File: src/design/fcrd_pkg.sv
// Shared types, constants and codes of the front-coded record deframer.
// No dependencies; every other file of the block but fcrd_req_if refers to this package.
package fcrd_pkg;

   localparam int WORD_BUFFER_BYTES = 1024;
   localparam int POSITION_BITS     = 24;
   localparam int WORD_INDEX_BITS   = $clog2(WORD_BUFFER_BYTES + 1);
   localparam int MAX_RESULTS       = 3;
   localparam int COUNT_BITS        = $clog2(MAX_RESULTS + 1);
   localparam int SLOT_BITS         = $clog2(MAX_RESULTS);
   localparam int PAYLOAD_BITS      = 31;
   localparam int FIELD_BITS        = 32;
   localparam int SEEN_BITS         = 3;
   localparam int CSR_ADDR_BITS     = 3;
   localparam int CSR_DATA_BITS     = 32;

   localparam logic [15:0] BLOCK_SIZE_RESET = 16'd1024;
   localparam logic [15:0] HDR_FOUR_BYTE    = 16'h8000;
   localparam logic [15:0] HDR_COUNT_MASK   = 16'h7fff;

   localparam logic [SEEN_BITS-1:0] LEN_BYTES_SHORT = SEEN_BITS'(2);
   localparam logic [SEEN_BITS-1:0] LEN_BYTES_LONG  = SEEN_BITS'(4);

   localparam logic [7:0] ERR_NEGATIVE_LENGTH = 8'd0;
   localparam logic [7:0] ERR_WORD_OVERFLOW   = 8'd1;

   // register index, taken from paddr[2]
   localparam logic CSR_ALIGNED_LAYOUT = 1'b0;
   localparam logic CSR_BLOCK_SIZE     = 1'b1;

   typedef enum logic [2:0] {
      PH_IDLE,
      PH_HDR_HI,
      PH_LEN,
      PH_PREFIX,
      PH_ATTR_FIRST,
      PH_WORD,
      PH_ATTR_AFTER,
      PH_DATA
   } phase_type;

   typedef enum logic [2:0] {
      K_PREFIX,
      K_WORD,
      K_WORD_END,
      K_ATTR,
      K_DATA,
      K_REC_END,
      K_BLK_END,
      K_ERROR
   } kind_type;

   typedef struct packed {
      logic        aligned_layout;
      logic [15:0] block_size;
   } cfg_type;

   typedef struct packed {
      kind_type                 kind;
      logic [7:0]               value;
      logic [POSITION_BITS-1:0] position;
   } result_type;

   typedef struct packed {
      logic [COUNT_BITS-1:0]              count;
      result_type [MAX_RESULTS-1:0]       res;
   } bundle_type;

endpackage

File: src/design/fcrd_req_if.sv
// Input channel of the deframer: one stream byte and its block start flag.
// Depends on nothing.
interface fcrd_req_if;
   logic       valid;
   logic       ready;
   logic [7:0] data_byte;
   logic       block_start;

   modport source (output valid, data_byte, block_start, input ready);
   modport sink   (input valid, data_byte, block_start, output ready);
endinterface

File: src/design/fcrd_rsp_if.sv
// Result channel of the deframer: one tagged result per transaction.
// Depends on fcrd_pkg for the kind type and position width.
interface fcrd_rsp_if;
   logic                              valid;
   logic                              ready;
   fcrd_pkg::kind_type                kind;
   logic [7:0]                        value;
   logic [fcrd_pkg::POSITION_BITS-1:0] position;
   logic                              last;

   modport source (output valid, kind, value, position, last, input ready);
   modport sink   (input valid, kind, value, position, last, output ready);
endinterface

File: src/design/fcrd_csr.sv
// Configuration registers of the deframer behind an APB-style port.
// Depends on fcrd_pkg.
module fcrd_csr (
   input  logic                               clock,
   input  logic                               reset,
   input  logic                               csr_psel,
   input  logic                               csr_penable,
   input  logic                               csr_pwrite,
   input  logic [fcrd_pkg::CSR_ADDR_BITS-1:0] csr_paddr,
   input  logic [fcrd_pkg::CSR_DATA_BITS-1:0] csr_pwdata,
   output logic [fcrd_pkg::CSR_DATA_BITS-1:0] csr_prdata,
   output logic                               csr_pready,
   output fcrd_pkg::cfg_type                  cfg
);

   fcrd_pkg::cfg_type cfg_ff, cfg_in;
   logic              wr_en;

   assign wr_en      = csr_psel && csr_penable && csr_pwrite;
   assign csr_pready = 1'b1;
   assign cfg        = cfg_ff;

   always_comb begin
      cfg_in = cfg_ff;
      if (wr_en) begin
         if (csr_paddr[2] == fcrd_pkg::CSR_BLOCK_SIZE) begin
            cfg_in.block_size = csr_pwdata[15:0];
         end else begin
            cfg_in.aligned_layout = csr_pwdata[0];
         end
      end
   end

   always_comb begin
      if (csr_paddr[2] == fcrd_pkg::CSR_BLOCK_SIZE) begin
         csr_prdata = fcrd_pkg::CSR_DATA_BITS'(cfg_ff.block_size);
      end else begin
         csr_prdata = fcrd_pkg::CSR_DATA_BITS'(cfg_ff.aligned_layout);
      end
   end

   always_ff @(posedge clock) begin
      if (reset) begin
         cfg_ff.aligned_layout <= 1'b0;
         cfg_ff.block_size     <= fcrd_pkg::BLOCK_SIZE_RESET;
      end else begin
         cfg_ff <= cfg_in;
      end
   end

endmodule

File: src/design/fcrd_parser.sv
// Input register and record parser: turns one stream byte into a bundle of up
// to three tagged results. Depends on fcrd_pkg and fcrd_req_if.
module fcrd_parser (
   input  logic                  clock,
   input  logic                  reset,
   fcrd_req_if.sink              req_bus,
   input  fcrd_pkg::cfg_type     cfg,
   input  logic                  bundle_free,
   output logic                  bundle_load,
   output fcrd_pkg::bundle_type  bundle
);

   localparam int PB = fcrd_pkg::POSITION_BITS;
   localparam int WB = fcrd_pkg::WORD_INDEX_BITS;

   logic                                  in_valid_ff, in_valid_in;
   logic [7:0]                            in_byte_ff;
   logic                                  in_start_ff;
   logic                                  fire;

   fcrd_pkg::phase_type                   phase_ff, phase_in;
   logic                                  four_ff, four_in;
   logic [fcrd_pkg::PAYLOAD_BITS-1:0]     payload_ff, payload_in;
   logic [fcrd_pkg::SEEN_BITS-1:0]        seen_ff, seen_in;
   logic [fcrd_pkg::FIELD_BITS-1:0]       field_ff, field_in;
   logic [WB-1:0]                         widx_ff, widx_in;
   logic [PB-1:0]                         didx_ff, didx_in;
   logic [PB-1:0]                         offset_ff, offset_in;

   fcrd_pkg::result_type [fcrd_pkg::MAX_RESULTS-1:0] res;
   logic [fcrd_pkg::COUNT_BITS-1:0]       n;
   logic                                  rec_end;
   logic                                  after_fixed;
   logic [15:0]                           hdr;
   logic [fcrd_pkg::PAYLOAD_BITS-1:0]     total;
   logic [fcrd_pkg::FIELD_BITS-1:0]       field_new;
   logic [fcrd_pkg::SEEN_BITS-1:0]        need;
   logic                                  sign;

   assign fire          = in_valid_ff && bundle_free;
   assign req_bus.ready = !in_valid_ff || fire;
   assign in_valid_in   = req_bus.valid || (in_valid_ff && !fire);

   assign hdr       = {req_bus.data_byte & 8'h00 | in_byte_ff, payload_ff[7:0]};
   assign total     = fcrd_pkg::PAYLOAD_BITS'(cfg.block_size)
                      * fcrd_pkg::PAYLOAD_BITS'(hdr & fcrd_pkg::HDR_COUNT_MASK);
   assign field_new = field_ff
                      | (fcrd_pkg::FIELD_BITS'(in_byte_ff) << {seen_ff[1:0], 3'b000});
   assign need      = four_ff ? fcrd_pkg::LEN_BYTES_LONG : fcrd_pkg::LEN_BYTES_SHORT;
   assign sign      = four_ff ? field_new[fcrd_pkg::FIELD_BITS-1] : field_new[15];

   // next state and result bundle
   always_comb begin
      phase_in    = phase_ff;
      four_in     = four_ff;
      payload_in  = payload_ff;
      seen_in     = seen_ff;
      field_in    = field_ff;
      widx_in     = widx_ff;
      didx_in     = didx_ff;
      offset_in   = offset_ff;
      n           = '0;
      rec_end     = 1'b0;
      after_fixed = 1'b0;
      for (int i = 0; i < fcrd_pkg::MAX_RESULTS; i++) begin
         res[i] = '{kind: fcrd_pkg::K_PREFIX, value: 8'd0, position: '0};
      end

      if (fire) begin
         offset_in = offset_ff + 1'b1;
         if (in_start_ff) begin
            // low header byte parks in the payload counter
            payload_in = fcrd_pkg::PAYLOAD_BITS'(in_byte_ff);
            phase_in   = fcrd_pkg::PH_HDR_HI;
         end else if (phase_ff != fcrd_pkg::PH_IDLE) begin
            if (phase_ff != fcrd_pkg::PH_HDR_HI && payload_ff != '0) begin
               payload_in = payload_ff - 1'b1;
            end
            if ((phase_ff == fcrd_pkg::PH_WORD || phase_ff == fcrd_pkg::PH_ATTR_AFTER ||
                 phase_ff == fcrd_pkg::PH_DATA) && field_ff != '0) begin
               field_in = field_ff - 1'b1;
            end

            case (phase_ff)
               fcrd_pkg::PH_HDR_HI: begin
                  four_in = |(hdr & fcrd_pkg::HDR_FOUR_BYTE);
                  if (total <= fcrd_pkg::PAYLOAD_BITS'(2)) begin
                     payload_in = '0;
                     res[n] = '{kind: fcrd_pkg::K_BLK_END, value: 8'd0, position: '0};
                     n = n + 1'b1;
                     phase_in = fcrd_pkg::PH_IDLE;
                  end else begin
                     payload_in = total - fcrd_pkg::PAYLOAD_BITS'(2);
                     field_in   = '0;
                     seen_in    = '0;
                     phase_in   = fcrd_pkg::PH_LEN;
                  end
               end
               fcrd_pkg::PH_LEN: begin
                  field_in = field_new;
                  seen_in  = seen_ff + 1'b1;
                  if (seen_in >= need) begin
                     if (sign) begin
                        res[n] = '{kind: fcrd_pkg::K_ERROR,
                                   value: fcrd_pkg::ERR_NEGATIVE_LENGTH,
                                   position: offset_ff};
                        n = n + 1'b1;
                        phase_in = fcrd_pkg::PH_IDLE;
                     end else if (!four_ff && field_new == '0) begin
                        res[n] = '{kind: fcrd_pkg::K_BLK_END, value: 8'd0, position: '0};
                        n = n + 1'b1;
                        phase_in = fcrd_pkg::PH_IDLE;
                     end else begin
                        phase_in = fcrd_pkg::PH_PREFIX;
                     end
                  end
               end
               fcrd_pkg::PH_PREFIX: begin
                  widx_in = WB'(in_byte_ff);
                  didx_in = '0;
                  res[n] = '{kind: fcrd_pkg::K_PREFIX, value: in_byte_ff,
                             position: offset_ff};
                  n = n + 1'b1;
                  phase_in = cfg.aligned_layout ? fcrd_pkg::PH_ATTR_FIRST
                                                : fcrd_pkg::PH_WORD;
               end
               fcrd_pkg::PH_ATTR_FIRST: begin
                  res[n] = '{kind: fcrd_pkg::K_ATTR, value: in_byte_ff, position: '0};
                  n = n + 1'b1;
                  phase_in = fcrd_pkg::PH_WORD;
               end
               fcrd_pkg::PH_WORD: begin
                  if (in_byte_ff != 8'd0) begin
                     if (widx_ff >= WB'(fcrd_pkg::WORD_BUFFER_BYTES)) begin
                        // saturate at the last buffer slot and flag it
                        res[n] = '{kind: fcrd_pkg::K_WORD, value: in_byte_ff,
                                   position: PB'(fcrd_pkg::WORD_BUFFER_BYTES - 1)};
                        n = n + 1'b1;
                        res[n] = '{kind: fcrd_pkg::K_ERROR,
                                   value: fcrd_pkg::ERR_WORD_OVERFLOW,
                                   position: PB'(fcrd_pkg::WORD_BUFFER_BYTES - 1)};
                        n = n + 1'b1;
                     end else begin
                        res[n] = '{kind: fcrd_pkg::K_WORD, value: in_byte_ff,
                                   position: PB'(widx_ff)};
                        n = n + 1'b1;
                        widx_in = widx_ff + 1'b1;
                     end
                  end else begin
                     res[n] = '{kind: fcrd_pkg::K_WORD_END, value: 8'd0,
                                position: PB'(widx_ff)};
                     n = n + 1'b1;
                     if (cfg.aligned_layout) begin
                        after_fixed = 1'b1;
                     end else begin
                        phase_in = fcrd_pkg::PH_ATTR_AFTER;
                     end
                  end
               end
               fcrd_pkg::PH_ATTR_AFTER: begin
                  res[n] = '{kind: fcrd_pkg::K_ATTR, value: in_byte_ff, position: '0};
                  n = n + 1'b1;
                  after_fixed = 1'b1;
               end
               fcrd_pkg::PH_DATA: begin
                  res[n] = '{kind: fcrd_pkg::K_DATA, value: in_byte_ff, position: didx_ff};
                  n = n + 1'b1;
                  didx_in = didx_ff + 1'b1;
                  rec_end = (field_in == '0);
               end
               default: begin
                  phase_in = fcrd_pkg::PH_IDLE;
               end
            endcase

            if (after_fixed) begin
               if (field_in == '0) begin
                  rec_end = 1'b1;
               end else begin
                  phase_in = fcrd_pkg::PH_DATA;
               end
            end

            if (rec_end) begin
               res[n] = '{kind: fcrd_pkg::K_REC_END, value: 8'd0, position: didx_in};
               n = n + 1'b1;
               if (four_ff || payload_in == '0) begin
                  res[n] = '{kind: fcrd_pkg::K_BLK_END, value: 8'd0, position: '0};
                  n = n + 1'b1;
                  phase_in = fcrd_pkg::PH_IDLE;
               end else begin
                  field_in = '0;
                  seen_in  = '0;
                  phase_in = fcrd_pkg::PH_LEN;
               end
            end
         end
      end
   end

   assign bundle_load  = fire && (n != '0);
   assign bundle.count = n;
   assign bundle.res   = res;

   always_ff @(posedge clock) begin
      if (req_bus.ready) begin
         in_byte_ff  <= req_bus.data_byte;
         in_start_ff <= req_bus.block_start;
      end
   end

   always_ff @(posedge clock) begin
      if (reset) begin
         in_valid_ff <= 1'b0;
         phase_ff    <= fcrd_pkg::PH_IDLE;
         four_ff     <= 1'b0;
         payload_ff  <= '0;
         seen_ff     <= '0;
         field_ff    <= '0;
         widx_ff     <= '0;
         didx_ff     <= '0;
         offset_ff   <= '0;
      end else begin
         in_valid_ff <= in_valid_in;
         phase_ff    <= phase_in;
         four_ff     <= four_in;
         payload_ff  <= payload_in;
         seen_ff     <= seen_in;
         field_ff    <= field_in;
         widx_ff     <= widx_in;
         didx_ff     <= didx_in;
         offset_ff   <= offset_in;
      end
   end

   // headword index never runs past the buffer size
   assert property (@(posedge clock) disable iff (reset)
      widx_ff <= WB'(fcrd_pkg::WORD_BUFFER_BYTES))
      else $error("headword index beyond buffer");

   // length bytes never exceed the four-byte form
   assert property (@(posedge clock) disable iff (reset)
      seen_ff <= fcrd_pkg::LEN_BYTES_LONG)
      else $error("length byte count overran");

   // a byte that is held in the input register waits for a free bundle slot
   assert property (@(posedge clock) disable iff (reset)
      (in_valid_ff && !bundle_free) |=> in_valid_ff && $stable(in_byte_ff))
      else $error("stalled input byte lost");

endmodule

File: src/design/fcrd_out.sv
// Result bundle register and serializer: hands out one result per
// transaction and marks the last one of each byte. Depends on fcrd_pkg, fcrd_rsp_if.
module fcrd_out (
   input  logic                  clock,
   input  logic                  reset,
   input  logic                  bundle_load,
   input  fcrd_pkg::bundle_type  bundle,
   output logic                  bundle_free,
   fcrd_rsp_if.source            rsp_bus
);

   fcrd_pkg::bundle_type              bundle_ff;
   logic                              valid_ff, valid_in;
   logic [fcrd_pkg::SLOT_BITS-1:0]    slot_ff, slot_in;
   logic                              at_last;
   logic                              taken;
   fcrd_pkg::result_type              cur;

   assign cur     = bundle_ff.res[slot_ff];
   assign at_last = (fcrd_pkg::COUNT_BITS'(slot_ff) + 1'b1) == bundle_ff.count;
   assign taken   = valid_ff && rsp_bus.ready;

   assign bundle_free = !valid_ff || (taken && at_last);

   assign rsp_bus.valid    = valid_ff;
   assign rsp_bus.kind     = cur.kind;
   assign rsp_bus.value    = cur.value;
   assign rsp_bus.position = cur.position;
   assign rsp_bus.last     = at_last;

   always_comb begin
      valid_in = valid_ff;
      slot_in  = slot_ff;
      if (bundle_free) begin
         valid_in = bundle_load;
         slot_in  = '0;
      end else if (taken) begin
         slot_in = slot_ff + 1'b1;
      end
   end

   always_ff @(posedge clock) begin
      if (bundle_free && bundle_load) begin
         bundle_ff <= bundle;
      end
   end

   always_ff @(posedge clock) begin
      if (reset) begin
         valid_ff <= 1'b0;
         slot_ff  <= '0;
      end else begin
         valid_ff <= valid_in;
         slot_ff  <= slot_in;
      end
   end

   // a held bundle always has at least one result and the slot stays inside it
   assert property (@(posedge clock) disable iff (reset)
      valid_ff |-> (bundle_ff.count != '0 &&
                    fcrd_pkg::COUNT_BITS'(slot_ff) < bundle_ff.count))
      else $error("result slot outside bundle");

   // a result taken short of the last one advances the slot
   assert property (@(posedge clock) disable iff (reset)
      (taken && !at_last) |=> valid_ff && slot_ff == $past(slot_ff) + 1'b1)
      else $error("slot did not advance");

   // a new bundle is only loaded when the old one is fully drained
   assert property (@(posedge clock) disable iff (reset)
      (valid_ff && !rsp_bus.ready) |=> valid_ff && $stable(slot_ff))
      else $error("bundle replaced while stalled");

endmodule

File: src/design/front_coded_record_deframer_core.sv
// Top level of the front-coded record deframer: CSR block, parser, result serializer.
// Depends on fcrd_pkg, fcrd_req_if, fcrd_rsp_if, fcrd_csr, fcrd_parser, fcrd_out.
//
//   channel   direction  handshake            payload
//   req_bus   in         valid/ready          data_byte[7:0], block_start
//   rsp_bus   out        valid/ready          kind[2:0], value[7:0], position[23:0], last
//   csr_*     in/out     psel/penable/pready  paddr[2:0], pwdata/prdata[31:0]
//
// Rate: one byte per cycle while the result register is free; a byte that yields results
//   (up to 3) holds the result register until its last result is taken, so the rate is set by the serializer.
// Path: an accepted byte passes the input register and the bundle register before its first result is on rsp_bus.
// Reset: synchronous, active high; clears phase, counters and valid flags,
//   block_size returns to 1024 and aligned_layout to 0.
// Stalls: a stalled rsp_bus holds its bundle; the input register holds one
//   more byte, then req_bus.ready drops.
module front_coded_record_deframer_core (
   input  logic                               clock,
   input  logic                               reset,
   fcrd_req_if.sink                           req_bus,
   fcrd_rsp_if.source                         rsp_bus,
   input  logic                               csr_psel,
   input  logic                               csr_penable,
   input  logic                               csr_pwrite,
   input  logic [fcrd_pkg::CSR_ADDR_BITS-1:0] csr_paddr,
   input  logic [fcrd_pkg::CSR_DATA_BITS-1:0] csr_pwdata,
   output logic [fcrd_pkg::CSR_DATA_BITS-1:0] csr_prdata,
   output logic                               csr_pready
);

   fcrd_pkg::cfg_type     cfg;
   fcrd_pkg::bundle_type  bundle;
   logic                  bundle_load;
   logic                  bundle_free;

   // configuration registers, read live by the parser
   fcrd_csr u_csr (
      .clock       (clock),
      .reset       (reset),
      .csr_psel    (csr_psel),
      .csr_penable (csr_penable),
      .csr_pwrite  (csr_pwrite),
      .csr_paddr   (csr_paddr),
      .csr_pwdata  (csr_pwdata),
      .csr_prdata  (csr_prdata),
      .csr_pready  (csr_pready),
      .cfg         (cfg)
   );

   // register the byte, advance the phase, build the result bundle
   fcrd_parser u_parser (
      .clock       (clock),
      .reset       (reset),
      .req_bus     (req_bus),
      .cfg         (cfg),
      .bundle_free (bundle_free),
      .bundle_load (bundle_load),
      .bundle      (bundle)
   );

   // hold the bundle and drain it one transaction at a time
   fcrd_out u_out (
      .clock       (clock),
      .reset       (reset),
      .bundle_load (bundle_load),
      .bundle      (bundle),
      .bundle_free (bundle_free),
      .rsp_bus     (rsp_bus)
   );

endmodule
File: src/flat_wrapper.sv
// flat-port wrapper written by rule: the top's interface ports become plain ports
module front_coded_record_deframer_core_flat 
  (clock, reset, csr_psel, csr_penable, csr_pwrite, csr_paddr, csr_pwdata, csr_prdata, csr_pready, req_bus_valid, req_bus_data_byte, req_bus_block_start, req_bus_ready, rsp_bus_valid, rsp_bus_kind, rsp_bus_value, rsp_bus_position, rsp_bus_last, rsp_bus_ready);
  fcrd_req_if req_bus_i ();
  fcrd_rsp_if rsp_bus_i ();
  input  logic clock;
  input  logic reset;
  input  logic csr_psel;
  input  logic csr_penable;
  input  logic csr_pwrite;
  input  logic [fcrd_pkg::CSR_ADDR_BITS-1:0] csr_paddr;
  input  logic [fcrd_pkg::CSR_DATA_BITS-1:0] csr_pwdata;
  output logic [fcrd_pkg::CSR_DATA_BITS-1:0] csr_prdata;
  output logic csr_pready;
  input wire logic [$bits(req_bus_i.valid)-1:0] req_bus_valid;
  input wire logic [$bits(req_bus_i.data_byte)-1:0] req_bus_data_byte;
  input wire logic [$bits(req_bus_i.block_start)-1:0] req_bus_block_start;
  output wire logic [$bits(req_bus_i.ready)-1:0] req_bus_ready;
  output wire logic [$bits(rsp_bus_i.valid)-1:0] rsp_bus_valid;
  output wire logic [$bits(rsp_bus_i.kind)-1:0] rsp_bus_kind;
  output wire logic [$bits(rsp_bus_i.value)-1:0] rsp_bus_value;
  output wire logic [$bits(rsp_bus_i.position)-1:0] rsp_bus_position;
  output wire logic [$bits(rsp_bus_i.last)-1:0] rsp_bus_last;
  input wire logic [$bits(rsp_bus_i.ready)-1:0] rsp_bus_ready;
  assign req_bus_i.valid = req_bus_valid;
  assign req_bus_i.data_byte = req_bus_data_byte;
  assign req_bus_i.block_start = req_bus_block_start;
  assign req_bus_ready = req_bus_i.ready;
  assign rsp_bus_valid = rsp_bus_i.valid;
  assign rsp_bus_kind = rsp_bus_i.kind;
  assign rsp_bus_value = rsp_bus_i.value;
  assign rsp_bus_position = rsp_bus_i.position;
  assign rsp_bus_last = rsp_bus_i.last;
  assign rsp_bus_i.ready = rsp_bus_ready;
  front_coded_record_deframer_core u_core (.clock(clock), .reset(reset), .req_bus(req_bus_i), .rsp_bus(rsp_bus_i), .csr_psel(csr_psel), .csr_penable(csr_penable), .csr_pwrite(csr_pwrite), .csr_paddr(csr_paddr), .csr_pwdata(csr_pwdata), .csr_prdata(csr_prdata), .csr_pready(csr_pready));
endmodule
File: config.mk
export PLATFORM = sky130hd
export DESIGN_NAME = front_coded_record_deframer_core_flat
export DESIGN_NICKNAME = d
export VERILOG_FILES = /design/src/design/fcrd_pkg.sv /design/src/design/fcrd_req_if.sv /design/src/design/fcrd_rsp_if.sv /design/src/design/fcrd_csr.sv /design/src/design/fcrd_parser.sv /design/src/design/fcrd_out.sv /design/src/design/front_coded_record_deframer_core.sv /design/src/flat_wrapper.sv
export SDC_FILE = /design/constraint.sdc
export NUM_CORES = 1
export LEC_CHECK = 0
export ABC_AREA = 1
export BUFFER_PORTS_ARGS = -buffer_cell sky130_fd_sc_hd__buf_2
export CORE_MARGIN = 3
export CORE_UTILIZATION = 60
export DETAILED_ROUTE_END_ITERATION = 10
export GPL_TIMING_DRIVEN = 0
export PLACE_DENSITY = 0.85
export SYNTH_ARGS = -nofsm -noshare
export SYNTH_HDL_FRONTEND = slang
export SYNTH_SLANG_ARGS = --single-unit
File: constraint.sdc
create_clock -name clock -period 22.1 [get_ports clock]
set_input_delay 2.21 -clock clock [delete_from_list [all_inputs] [get_ports clock]]
set_output_delay 2.21 -clock clock [all_outputs]
set_load 0.03 [all_outputs]
==> impl_results.md, run 1 <==
* Outcome: completed
* H-Tree Depth at 1
* Finish-stage setup viols at 0
* Layout Skew at approximately 22 ps
* WHS at 469 ps
* 1st-pass router iterations at 8
* Layout cell share with drive strength beyond 1 at 0.0622
* Post-CTS Resized at 0
* VDD IR-drop max at 0.0000613 V
* Register-to-Register Path Depth at 37
* Placed cell area at ~27000 µm²
* R2r endpoint: u_core.u_out.bundle_ff[14]
* Final Max Tran Viols at 0
* Gp weighted congestion at 1.00
* Peak Freq at 97.7 MHz
* Ranking of synthesized cells by area: fa_1 (14%), nand2_1 (13%), edfxtp_1 (12%)
* Clk_lat worst skew at 590 ps
* Final-report hold violation count at 0
* Clock buffer depth at 3
* P&R area growth vs syn at 8.43%
* Reg clk slew, reported paths at 60 ps
* Reg2reg setup slack at ~12000 ps
* Core ar. at 41400 µm²
* NumNets Final at between 4000 and 5000
* Cells after DPL at 4422
* Slew Limit Headroom at 0.129
* Min-delay worst type: flop to flop
* Hold Crit Depth at 2
* Hold Path Sink: u_core.u_parser.field_ff[29]
* Tightest Pin Transition at 1310 ps
* Gr usage total at 0.365
* Worst path bufs/invs at 5
* Post-route cell area at 27600 µm²
* CTS sink count at 251
* CTS buffer count at 27
* Hold_sp: u_core.u_parser.field_ff[29]
* CP dominant cell by count: nand2_1
* Largest net degree at the start of global routing at 79
* Leakage at 0.0138 µW
* Pre-CTS setup slack at 12270 ps
* Top-count cell post-synth: nand2_1
* Vias in the first global route at 23800
* Final worst slack at around 12000 ps
* Capturing element type of the critical path: flop
* Syn. warnings at 0
* Crit path kind: flop to flop
* Vias per inst at between 5 and 6
* Initial antenna violation count at 0
* Tcrit/Tclk final at 0.463
* Final TNS setup at 0 ps
* Die ar. at 45000 µm²
* Syn Std Cell Area at 25500 µm²
* Routed Antenna Nets at 0
* FF-to-FF Start: u_core.u_parser.in_byte_ff[2]
* Post-synthesis sequential area ratio at 0.237
* Post-CTS setup buffer count at 0
* Register bit count reported by yosys at roughly 250
* Ys flop type: dfxtp_1
* Crit path arrival time at about 10000 ps
* CTS Root Cell: clkbuf_16
* Number of core rows at 74
* EDFF count, synth at between 100 and 150
* Leading area contributor after synthesis: fa_1
* CTS tree: built
* 1st-iter DRT viols at between 3000 and 4000
* Residual DRC at 0
* RSZ-0062 raised after global routing: false
* Die Y at between 200 and 250 µm
* Synth cell types at 61
* Min Tclk post-route at between 10000 and 15000 ps
* Io pins at around 120
* Routed WL at around 83000 µm
* Worst setup startpoint: u_core.u_parser.in_byte_ff[2]
* First-pass GRT wire length at 129000 µm
* Worst-path maximum fanout at 78
* Worst path slowest cell: clkbuf_1
* Worst Setup Start Kind: flop
* Top cell type's share of synthesized area at 0.141
* Syn Area/Cell at 6.72 µm²
* Max cap viols at 0
* CP Data Required Time at 22350 ps
* CTS Hold Buffers Added at 0
* Via count at 25800
* CP delay by family, top: adder cells
* Gate Count Post-Synth at 3789
* Hpwl dp at 64300 µm
* Critical Path Max Stage Delay at 950 ps
* Pwr dens at 46.7 nW/µm²
* Final std cells w/o fill at ~4500
* GRT Residual Overflow at 0
* Die X-Extent at 212 µm
* Initial Util at 0.616
* Asr flop ratio synth at 0
* Wire per inst at roughly 18 µm
* Port Buffers at 85
* Synth top cells by count: nand2_1 (886), inv_1 (673), nor2_1 (479)
layout by cell type, fill, tap and decap left out, types with 20 or more instances in the layout:
| cell | count |
|---|---|
| nor3_1 | 108 |
| clkbuf_1 | 132 |
| nand2_2 | 20 |
| buf_4 | 21 |
| edfxtp_1 | 101 |
| nand3_1 | 162 |
| a21oi_1 | 190 |
| inv_2 | 23 |
| ha_1 | 110 |
| clkbuf_16 | 27 |
| o21ai_0 | 186 |
| fa_1 | 180 |
| buf_1 | 20 |
| nor4_1 | 26 |
| nor2_1 | 479 |
| o22ai_1 | 25 |
| xor2_1 | 59 |
| buf_2 | 94 |
| inv_1 | 673 |
| o31ai_1 | 30 |
| nand4_1 | 33 |
| nand2_1 | 885 |
| dfxtp_1 | 150 |
final cells by class:
type                       count  area, µm²
multi-input combinational   2667      16100
fill                        3706      13800
sequential                   251       6040
inverter                     701       2630
buffer                       185        822
clock buffer                  30        697
tap                          532        666
timing repair buffer          86        453
clock inverter                20        265
antenna                        1       2.50
registers in the layout (all words and copies together), names as in the netlist:
register	cells
u_core.u_parser.in_byte_ff	8
u_core.u_out.rsp_bus.valid	1
u_core.u_parser.didx_ff	24
u_core.u_csr.cfg	17
u_core.u_parser.four_ff	1
u_core.u_out.bundle_ff	92
u_core.u_parser.seen_ff	3
u_core.u_parser.widx_ff	11
u_core.u_parser.offset_ff	24
u_core.u_parser.payload_ff	31
u_core.u_parser.in_start_ff	1
u_core.u_parser.in_valid_ff	1
u_core.u_parser.phase_ff	3
u_core.u_parser.field_ff	32
u_core.u_out.slot_ff	2
metrics by stage:
stage	total power (µW)	utilization
global route	1340	0.667
detailed placement	785	0.644
CTS	1280	0.667
finish	1290	0.668
floorplan	704	-
global placement	782	0.643
tightest hold or removal path, stage by stage, from the launching register on:
cell,delay [ps]
dfxtp_1,310
nand2_1,60
a21oi_1,50
worst max-delay path by stage:
stage / to / slack (ps) / depth (start not counted)
finish: u_core.u_out.bundle_ff[14] / 11870 / 37
global route: u_core.u_out.bundle_ff[80] / 11410 / 37
CTS: u_core.u_out.bundle_ff[42] / 12250 / 35
detailed placement: u_core.u_out.bundle_ff[14] / 12270 / 35
global placement: u_core.u_out.bundle_ff[51] / 10160 / 36
floorplan: u_core.u_out.bundle_ff[0] / 12760 / 35
layer usage:
layer / vias up / global-route usage / part of all wire
li1: 12100 / - / -
met1: 11900 / 0.539 / 0.42
met2: 1679 / 0.536 / 0.42
met3: 198 / 0.0747 / 0.13
met4: 0 / 0.120 / 0.034
met5: - / 0 / 0
cells by family after synthesis:
family | after synthesis | share of synthesized area
AND/OR/NAND/NOR | 1768 | 0.291
buffers and inverters | 886 | 0.136
AO/OA/AOI/OAI | 515 | 0.114
adder cells (fa/ha/maj) | 290 | 0.195
flip-flops | 251 | 0.237
XOR/XNOR | 77 | 0.0271
other | 2 | 0.000295
report_power, final:
part,switching (µW),internal (µW)
Combinational,207,95.6
Sequential,2.92,482
Clock,213,290
Power figures use the tool's default switching activity.
==> inputs of run 2 (changes only) <==
Clock period 22.1 ns to 10.5 ns, I/O delays scaled along.
==> run 2 against run 1 <==
  * Flip-flop and latch count stayed put
  * Via count is 0.38% lower
  * Core utilization hardly changed
  * Critical path depth stayed put
  * Clock-buffer cell count stayed put
  * Total power is 110% higher
  * Setup slack worse by 11000 ps
  * Critical endpoint unchanged
  * Largest power group unchanged
==> impl_results.md, run 2 (synthesis gave the netlist of run 1 again) <==
* Residual DRC at 0 (unchanged)
* Leakage at 0.0138 µW (about the same)
* Reg clk slew, reported paths at 60 ps (about the same)
* CP dominant cell by count: nand2_1
* Crit path arrival time at 10300 ps (-180 ps)
* Final std cells w/o fill at 4468 (-0.11%)
* VDD IR-drop max at 0.000130 V (+110%)
* Via count at 25700 (-0.38%)
* P&R area growth vs syn at 8.38% (about the same)
* Min-delay worst type: flop to flop
* Clock buffer depth at 3 (unchanged)
* # diodes at 0 (-1)
* Cells after DPL at 4422 (unchanged)
* Pre-CTS setup slack at 673 ps (-11600 ps)
* Die ar. at 45000 µm² (unchanged)
* CP Data Required Time at 10750 ps (-11600 ps)
* Hpwl dp at 64300 µm (unchanged)
* Crit path kind: flop to flop
* Pwr dens at 98.4 nW/µm² (+110%)
* Tcrit/Tclk final at 0.957 (+0.494)
* Post-layout util at 0.667 (about the same)
* RSZ-0062 raised after global routing: false
* Slew Limit Headroom at 0.303 (+0.174)
* Final TNS setup at 0 ps (unchanged)
* Final Max Tran Viols at 0 (unchanged)
* Regs by FF count: u_core.u_out.bundle_ff (92), u_core.u_parser.field_ff (32), u_core.u_parser.payload_ff (31)
* Largest net degree at the start of global routing at 79 (unchanged)
* Largest register FFs at 92 (unchanged)
* Vias per inst at 5.76 (-0.27%)
* CTS Hold Buffers Added at 0 (unchanged)
* Layout cell share with drive strength beyond 1 at 0.0633 (+0.00108)
* Placed cell area at 26700 µm² (unchanged)
* Worst Setup Start Kind: flop
* Routed Antenna Nets at 0 (unchanged)
* Register name with the most flops: u_core.u_out.bundle_ff
* First-pass GRT wire length at 129000 µm (unchanged)
* Initial antenna violation count at 0 (unchanged)
* 1st-iter DRT viols at 3293 (-6.0%)
* Min Tclk post-route at 10050 ps (-182 ps)
* NumNets Final at 4256 (-0.094%)
* Layout Skew at 20.2 ps (-1.81 ps)
* Tightest Pin Transition at 1050 ps (-261 ps)
* Critical Path Max Stage Delay at 770 ps (-180 ps)
* Routed WL at 82400 µm (-0.22%)
* Finish-stage setup viols at 0 (unchanged)
* Vias in the first global route at 23800 (unchanged)
* Commonest cells after routing, fill and taps aside: nand2_1 (885), inv_1 (673), nor2_1 (479), a21oi_1 (190), o21ai_0 (186)
* CTS buffer count at 27 (unchanged)
* Final-report hold violation count at 0 (unchanged)
* CTS Root Cell: clkbuf_16
* Worst-path maximum fanout at 78 (unchanged)
* Capturing element type of the critical path: flop
* Io pins at 122 (unchanged)
* GRT Residual Overflow at 0 (unchanged)
* Initial Util at 0.616 (unchanged)
* Clk_lat worst skew at 590 ps (about the same)
* Die X-Extent at 212 µm (unchanged)
* Post-route cell area at 27600 µm² (about the same)
* Gr usage total at 0.365 (unchanged)
* CTS sink count at 251 (unchanged)
* H-Tree Depth at 1 (unchanged)
* Worst path slowest cell: clkbuf_1
* Most common cell after layout, fill and taps aside: nand2_1
* Final worst slack at 451 ps (-11420 ps)
* Max cap viols at 0 (unchanged)
* Core ar. at 41400 µm² (unchanged)
* Gp weighted congestion at 1.00 (unchanged)
* Die Y at 212 µm (unchanged)
* Number of core rows at 74 (unchanged)
* Port Buffers at 85 (unchanged)
* 1st-pass router iterations at 7 (-1)
* CTS tree: built
* Outcome: completed
* Peak Freq at 99.5 MHz (+1.8%)
* Wire per inst at 18.4 µm (-0.11%)
-- run 2: changes by cell type in the layout (fill, tap and decap cells not counted) --
cell,delta
clkbuf_1,-8
clkbuf_2,+4
diode_2,-1
-- run 2: final cells by class --
cell class,count,area (µm²)
multi-input cells,2667,16100
fillers,3703,13800
flip-flops and latches,251,6040
inverters,701,2630
plain buffers,181,812
clock buffers,30,697
well taps,532,666
repair buffers,86,453
clock inverters,20,265
-- run 2: layer usage --
| layer | track usage | wire, µm |
|---|---|---|
| met1 | 0.539 | 34400 |
| met2 | 0.536 | 34200 |
| met3 | 0.0747 | 10900 |
| met4 | 0.120 | 2930 |
| met5 | 0 | 0 |
-- run 2: worst max-delay path, delay by kind of cell, from the launching register on --
family / cells / cell delay [ps]
adders and majority gates: 7 / 3670
and+or+nand+nor: 23 / 3470
buffers and inverters: 5 / 1790
DFF: 1 / 330
xor gates and xnor gates: 1 / 230
AOI/OAI and AO/OA: 1 / 110
-- run 2: path summary, 6_finish.rpt --
path,start,end,cells past startpoint,slack (ps)
worst max-delay path,u_core.u_parser.in_byte_ff[1],u_core.u_out.bundle_ff[14],37,450
worst max register to register,u_core.u_parser.in_byte_ff[1],u_core.u_out.bundle_ff[14],37,450
worst min register to register,u_core.u_parser.field_ff[29],u_core.u_parser.field_ff[29],2,470
worst min-delay path,u_core.u_parser.field_ff[29],u_core.u_parser.field_ff[29],2,470
-- run 2: where the power goes --
group | switching (µW) | total, µW | internal (µW)
combinational | 431 | 632 | 201
sequential | 11.4 | 1030 | 1010
clock | 449 | 1060 | 610
total | 891 | 2720 | 1830
-- run 2: through the flow --
step / power, µW / hold slack (ps)
after floorplan: 1480 / 445
after global placement: 1650 / 453
after detailed placement: 1650 / 459
after CTS: 2690 / 469
after global routing: 2820 / 500
final: 2720 / 470
-- run 2: repair_timing --
| item | CTS | global route |
|---|---|---|
| buffers inserted | 0 | 0 |
| resized for setup | 0 | 11 |
| endpoints found under the setup margin | 0 | 78 |
